===== config.mk =====
export PLATFORM = sky130hd
export DESIGN_NAME = imh_ctrl
export DESIGN_NICKNAME = d
export VERILOG_FILES = /design/src/design/imh_pkg.sv /design/src/design/imh_ctrl.sv
export VERILOG_INCLUDE_DIRS = /design/src /design/src/design
export SDC_FILE = /design/constraint.sdc
export NUM_CORES = 1
export LEC_CHECK = 0
export ABC_AREA = 1
export CAP_MARGIN = 5
export CORE_MARGIN = 5
export CORE_UTILIZATION = 51
export DETAILED_ROUTE_END_ITERATION = 16
export DONT_BUFFER_PORTS = 1
export PLACE_DENSITY = 0.73
export SLEW_MARGIN = 20
export SYNTH_ARGS = -nofsm -noshare
export SYNTH_HDL_FRONTEND = slang
export SYNTH_SLANG_ARGS = --single-unit

===== constraint.sdc =====
create_clock -name i_clk -period 1.7 [get_ports i_clk]
set_input_delay 0.255 -clock i_clk [delete_from_list [all_inputs] [get_ports i_clk]]
set_output_delay 0.255 -clock i_clk [all_outputs]
set_load 0.005 [all_outputs]

===== src/design/assert_macros.svh =====
// ----------------------------------------------------------------------------
// assert_macros.svh
// Assertion helpers shared by the heap modules.
// ----------------------------------------------------------------------------
`ifndef ASSERT_MACROS_SVH
`define ASSERT_MACROS_SVH

// Implication checked on every rising edge while out of reset.
`define IMH_ASSERT(lbl, clk, rst_n, prop, msg) \
    lbl: assert property (@(posedge clk) disable iff (!rst_n) prop) else $error(msg);

// Condition that must never be true while out of reset.
`define IMH_NEVER(lbl, clk, rst_n, cond, msg) \
    lbl: assert property (@(posedge clk) disable iff (!rst_n) !(cond)) else $error(msg);

`endif


===== src/design/imh_pkg.sv =====
// ----------------------------------------------------------------------------
// imh_pkg
// Types, widths and codes of the indexed min-heap.
// ----------------------------------------------------------------------------
package imh_pkg;

    localparam int NUM_IDS  = 1024;
    localparam int KEY_BITS = 32;
    localparam int ID_W     = 10;
    localparam int KEY_W    = 32;
    localparam int CNT_W    = $clog2(NUM_IDS + 1);
    localparam int SLOT_W   = $clog2(NUM_IDS);
    localparam int MODE_W   = 2;
    localparam int OUT_W    = 3;

    localparam logic [MODE_W-1:0] MODE_UPDATE = 2'd0;
    localparam logic [MODE_W-1:0] MODE_POP    = 2'd1;
    localparam logic [MODE_W-1:0] MODE_REMOVE = 2'd2;

    localparam logic [OUT_W-1:0] OUT_NONE    = 3'd0;
    localparam logic [OUT_W-1:0] OUT_INSERT  = 3'd1;
    localparam logic [OUT_W-1:0] OUT_REMOVE  = 3'd2;
    localparam logic [OUT_W-1:0] OUT_KEYCHG  = 3'd3;
    localparam logic [OUT_W-1:0] OUT_POPPED  = 3'd4;
    localparam logic [OUT_W-1:0] OUT_EMPTY   = 3'd5;

    typedef enum logic [3:0] {
        DP_NONE,
        DP_CLR,
        DP_CAPTURE,
        DP_FETCH,
        DP_SLOTRD,
        DP_INSERT,
        DP_POP,
        DP_TAKE,
        DP_CLRPRES,
        DP_UPDATE,
        DP_UP_RD,
        DP_UP_MOVE,
        DP_DN_RD,
        DP_DN_MOVE,
        DP_FINAL,
        DP_EMIT
    } t_dp_op;

    typedef struct packed {
        t_dp_op           op;
        logic             ld_outc;
        logic [OUT_W-1:0] outc;
    } t_cmd;

    typedef struct packed {
        logic [MODE_W-1:0] mode;
        logic              elig;
        logic              id_valid;
        logic              pres;
        logic              size_zero;
        logic              size_one;
        logic              size_full;
        logic              pos_ok;
        logic              pos_is_last;
        logic              key_same;
        logic              key_less;
        logic              upd_same;
        logic              upd_less;
        logic              at_root;
        logic              up_swap;
        logic              no_child;
        logic              dn_swap;
        logic              clr_last;
    } t_sts;

endpackage


===== src/design/imh_ctrl.sv =====
// ----------------------------------------------------------------------------
// imh_ctrl
// Heap sequencer: clearing pass, decode, sift up/down steps, result handoff.
// ----------------------------------------------------------------------------
`include "assert_macros.svh"

module imh_ctrl
    import imh_pkg::*;
(
    input  logic i_clk,
    input  logic i_rst_n,
    input  logic i_in_valid,
    output logic o_in_ready,
    output logic o_out_valid,
    input  logic i_out_ready,
    input  t_sts i_sts,
    output t_cmd o_cmd
);

    typedef enum logic [3:0] {
        S_CLEAR,
        S_IDLE,
        S_DECODE,
        S_LOOK,
        S_TAKE,
        S_TAKE2,
        S_UPD,
        S_UP_RD,
        S_UP_CMP,
        S_DN_RD,
        S_DN_CMP,
        S_FINAL,
        S_DONE
    } t_state;

    t_state r_state, n_state;
    logic   r_out_valid, n_out_valid;
    logic   accept;

    assign accept = i_in_valid && (r_state == S_IDLE);

    always_comb begin
        n_state      = r_state;
        n_out_valid  = r_out_valid && !i_out_ready;
        o_cmd.op      = DP_NONE;
        o_cmd.ld_outc = 1'b0;
        o_cmd.outc    = OUT_NONE;
        unique case (r_state)
            S_CLEAR: begin
                o_cmd.op = DP_CLR;
                if (i_sts.clr_last) begin
                    n_state = S_IDLE;
                end
            end
            S_IDLE: begin
                if (accept) begin
                    o_cmd.op      = DP_CAPTURE;
                    o_cmd.ld_outc = 1'b1;
                    n_state       = S_DECODE;
                end
            end
            S_DECODE: begin
                o_cmd.op = DP_FETCH;
                n_state  = S_LOOK;
            end
            S_LOOK: begin
                n_state = S_DONE;
                if (i_sts.mode == MODE_UPDATE && i_sts.id_valid) begin
                    if (i_sts.pres && !i_sts.elig) begin
                        o_cmd.op      = DP_SLOTRD;
                        o_cmd.ld_outc = 1'b1;
                        o_cmd.outc    = OUT_REMOVE;
                        n_state       = S_TAKE;
                    end else if (i_sts.pres) begin
                        o_cmd.op = DP_SLOTRD;
                        n_state  = S_UPD;
                    end else if (i_sts.elig && !i_sts.size_full) begin
                        o_cmd.op      = DP_INSERT;
                        o_cmd.ld_outc = 1'b1;
                        o_cmd.outc    = OUT_INSERT;
                        n_state       = S_UP_RD;
                    end
                end else if (i_sts.mode == MODE_POP) begin
                    o_cmd.ld_outc = 1'b1;
                    if (i_sts.size_zero) begin
                        o_cmd.outc = OUT_EMPTY;
                    end else begin
                        o_cmd.op   = DP_POP;
                        o_cmd.outc = OUT_POPPED;
                        if (!i_sts.size_one) begin
                            n_state = S_DN_RD;
                        end
                    end
                end else if (i_sts.mode == MODE_REMOVE && i_sts.id_valid
                             && !i_sts.size_zero && i_sts.pres) begin
                    o_cmd.op      = DP_SLOTRD;
                    o_cmd.ld_outc = 1'b1;
                    o_cmd.outc    = OUT_REMOVE;
                    n_state       = S_TAKE;
                end
            end
            S_TAKE: begin
                if (!i_sts.pos_ok) begin
                    o_cmd.op = DP_CLRPRES;
                    n_state  = S_DONE;
                end else if (i_sts.pos_is_last) begin
                    o_cmd.op = DP_TAKE;
                    n_state  = S_DONE;
                end else begin
                    o_cmd.op = DP_TAKE;
                    n_state  = S_TAKE2;
                end
            end
            S_TAKE2: begin
                if (i_sts.key_same) begin
                    n_state = S_FINAL;
                end else if (i_sts.key_less) begin
                    n_state = S_UP_RD;
                end else begin
                    n_state = S_DN_RD;
                end
            end
            S_UPD: begin
                if (!i_sts.pos_ok || i_sts.upd_same) begin
                    n_state = S_DONE;
                end else begin
                    o_cmd.op      = DP_UPDATE;
                    o_cmd.ld_outc = 1'b1;
                    o_cmd.outc    = OUT_KEYCHG;
                    n_state       = i_sts.upd_less ? S_UP_RD : S_DN_RD;
                end
            end
            S_UP_RD: begin
                if (i_sts.at_root) begin
                    n_state = S_FINAL;
                end else begin
                    o_cmd.op = DP_UP_RD;
                    n_state  = S_UP_CMP;
                end
            end
            S_UP_CMP: begin
                if (i_sts.up_swap) begin
                    o_cmd.op = DP_UP_MOVE;
                    n_state  = S_UP_RD;
                end else begin
                    n_state = S_FINAL;
                end
            end
            S_DN_RD: begin
                if (i_sts.no_child) begin
                    n_state = S_FINAL;
                end else begin
                    o_cmd.op = DP_DN_RD;
                    n_state  = S_DN_CMP;
                end
            end
            S_DN_CMP: begin
                if (i_sts.dn_swap) begin
                    o_cmd.op = DP_DN_MOVE;
                    n_state  = S_DN_RD;
                end else begin
                    n_state = S_FINAL;
                end
            end
            S_FINAL: begin
                o_cmd.op = DP_FINAL;
                n_state  = S_DONE;
            end
            S_DONE: begin
                if (!r_out_valid || i_out_ready) begin
                    o_cmd.op    = DP_EMIT;
                    n_out_valid = 1'b1;
                    n_state     = S_IDLE;
                end
            end
            default: n_state = S_IDLE;
        endcase
    end

    always_ff @(posedge i_clk) begin
        if (!i_rst_n) begin
            r_state     <= S_CLEAR;
            r_out_valid <= 1'b0;
        end else begin
            r_state     <= n_state;
            r_out_valid <= n_out_valid;
        end
    end

    assign o_in_ready  = (r_state == S_IDLE);
    assign o_out_valid = r_out_valid;

    `IMH_ASSERT(a_one_at_a_time, i_clk, i_rst_n, accept |=> !o_in_ready, "second item taken while busy")

endmodule


==> flow_summary.json <==
{
  "path_class": "flip-flop to primary output",
  "die_area_um2": 2430,
  "finalNonFillerCells": 192,
  "slew_headroom_pct": 83.3,
  "grt-ovfl-total": 0,
  "clock_skew_ps": 0.735,
  "hold_path.class": "input pin to flip-flop",
  "syn_nets": 190,
  "p_comb_share_pct": 65.8,
  "cap_viol_max_count": 0,
  "fillers": 167,
  "totalPowerFinal_uw": 1010,
  "start_kind": "flip-flop",
  "rows": 14,
  "syn-cell-area_um2": 790,
  "grt_max_degree": 9,
  "hold_viol_final": 0,
  "pwr-share-clk_pct": 13.1,
  "synthToLayoutAreaGrowth_pct": 13.8,
  "synth.avg_cell_area_um2": 4.73,
  "seq_power_share_pct": 21.0,
  "synth_top_family_by_area": "simple AND/OR/NAND/NOR gates",
  "synth-simple-area-share_pct": 67.2,
  "finalSetupViolCount": 0,
  "pin_count": 33,
  "insertion_delay_ps": 230,
  "cts_made_buffers": 3,
  "clockBufferDepth": 2,
  "status": "complete, no violations",
  "synth.area.top_cells": "nand2_1, nor2_1, nand3_1",
  "hpwl_um": 1960,
  "p_leak_uw": 0.000515,
  "cts_hold_buf": 0,
  "switching_share_pct": 49.7,
  "clkTransAtPathRegs_ps": 40,
  "intPower_uw": 508,
  "max_clock_freq_mhz": 623,
  "end_kind": "primary output",
  "cellPowerDensity_nw_per_um2": 1130,
  "synth_seq_area_share_pct": 12.7,
  "worst_pin_slew_ps": 250,
  "gp_congestion": 0.930,
  "yosysTopAreaCellShare_pct": 24.7,
  "grt_pass1_wl_um": 3770,
  "fin_crit_sh_pct": 94.5,
  "drt_pass1_iterations": 4,
  "yosys.area_share.adder_pct": 0,
  "p_sw_uw": 503,
  "die_height_um": 49.3,
  "final_layout_size_suffix_gt1_share_pct": 13.1,
  "synth_xor_area_share_pct": 0,
  "h-tree-depth": 1,
  "synth_warnings": 0,
  "yosysTopAreaCell": "nand2_1",
  "grtUsageTotal_pct": 19.0,
  "holdWs_ps": 121,
  "fin_crit_ps": 1610,
  "critPathRequiredTime_ps": 1440,
  "clock-sinks": 5,
  "grt_pass1_vias": 919,
  "final_util_pct": 60.3,
  "vias": 1032,
  "wl_um": 2260,
  "root_buffer": "clkbuf_4",
  "n_antenna_cell": 0,
  "fin_nets": 200,
  "arrival_ps": 1350,
  "cts_tree": "yes",
  "ant_nets": 0,
  "wl_per_cell_um": 11.8,
  "synth_compound_area_share_pct": 7.29,
  "post-cts-setup-buffers": 0,
  "slew_viol_final": 0,
  "muxShareOfSynthArea_pct": 0,
  "drc_errors": 0,
  "avgViaCountPerCell": 5.38,
  "drt_iter0_drc": 25,
  "coreArea_um2": 1490,
  "chipWidth_um": 49.3,
  "start_util_pct": 53.0,
  "syn_inst": 167,
  "synth-seq-cells": 5,
  "ys_types": 16,
  "port_buffers": 0,
  "irDropWorstVdd_mv": 0.717,
  "dp_cells": 188,
  "critPathMaxFanout": 3,
  "antenna_found_initial": 0
}
==> per-layer routing <==
layer	part of all wire, %	track usage (%)	up-vias
li1	-	-	543
met1	44	24.5	455
met2	49	32.4	32
met3	6.9	3.36	2
met4	0.18	4.04	0
met5	0	0	-
==> state kept, by name, indices dropped and copies added (netlist names) <==
name and flops:
o_out_valid 1, r_state 4
==> kinds of logic (layout without fill, tap and decap cells) <==
logic type             after synthesis  count (layout)
AO/OA/AOI/OAI                       11              11
AND/OR/NAND/NOR                    124             124
flip-flops                           5               5
buffers and inverters               27              36
==> layout by cell type (no fill, tap or decap) <==
cell type   n
dfxtp_1     1
inv_1      24
nand4_1     3
clkbuf_1    1
nor2_4      4
nand3_1    24
nor3_1      1
clkbuf_4    3
or2_2       1
nor2_1     35
a21oi_1     2
inv_2       3
o21ai_1     2
nand3b_1    1
o21ai_0     6
nand2_1    52
nor2_2      3
o211ai_1    1
buf_4       5
dfxtp_2     3
dfxtp_4     1
==> per-stage QoR <==
step | setup TNS, ps | cell area (um2) | setup slack, ps
finish | 0 | 898 | 94.0
global route | -7.40 | 898 | -7.40
CTS | 0 | 880 | 7.40
detailed placement | 0 | 847 | 235
global placement | 0 | 847 | 253
floorplan | 0 | 790 | 366
==> worst paths after layout <==
path	startpoint	endpoint	slack (ps)	depth (start not counted)
setup / recovery	o_out_valid$_SDFF_PN0_	o_cmd[4]	90	7
hold / removal	i_rst_n	r_state[3]$_SDFFE_PN0P_	120	2
setup reg to reg	r_state[0]$_SDFFE_PN0P_	r_state[0]$_SDFFE_PN0P_	440	6
hold reg to reg	o_out_valid$_SDFF_PN0_	o_out_valid$_SDFF_PN0_	610	4
==> worst max-delay path, stage by stage, from the launching register on <==
cell     delay [ps]
dfxtp_1         340
inv_1            50
nor2_1          160
inv_1            70
nand2_1         120
o21ai_1         100
nor2_1          140
nand4_1         130
==> timing repair <==
item	CTS	global route
cloned	0	0
hold endpoints to repair	0	0
gates resized for setup	2	10
endpoints found under the setup margin	1	6
pin swaps	0	1
==> power groups by stage <==
stage	clock, uW	combinational, uW	sequential (uW)
after global placement	0	642	192
after global routing	147	755	221
final	133	666	213
after floorplan	0	449	188
after CTS	136	653	196
after detailed placement	0	645	195
==> Yosys cell counts <==
cell type	count
nor2_4	2
o211ai_1	1
nand2_1	52
o21ai_0	7
nor2_2	2
a21oi_1	2
inv_1	25
nor2_1	38
nand3b_1	1
or2_2	1
o21ai_1	1
nand4_1	3
dfxtp_1	5
nand3_1	24
nor3_1	1
inv_2	2
==> area by class of cell <==
class / count / area (um2) / share of cell area (%)
clock buffer: 4 / 26.3 / 2.92
sequential: 5 / 108 / 12.0
multi-input combinational: 135 / 606 / 67.4
tap: 16 / 20.0 / 2.23
inverter: 27 / 101 / 11.3
timing repair buffer: 5 / 37.5 / 4.18
No activity file was read; power rests on OpenSTA's default activity.
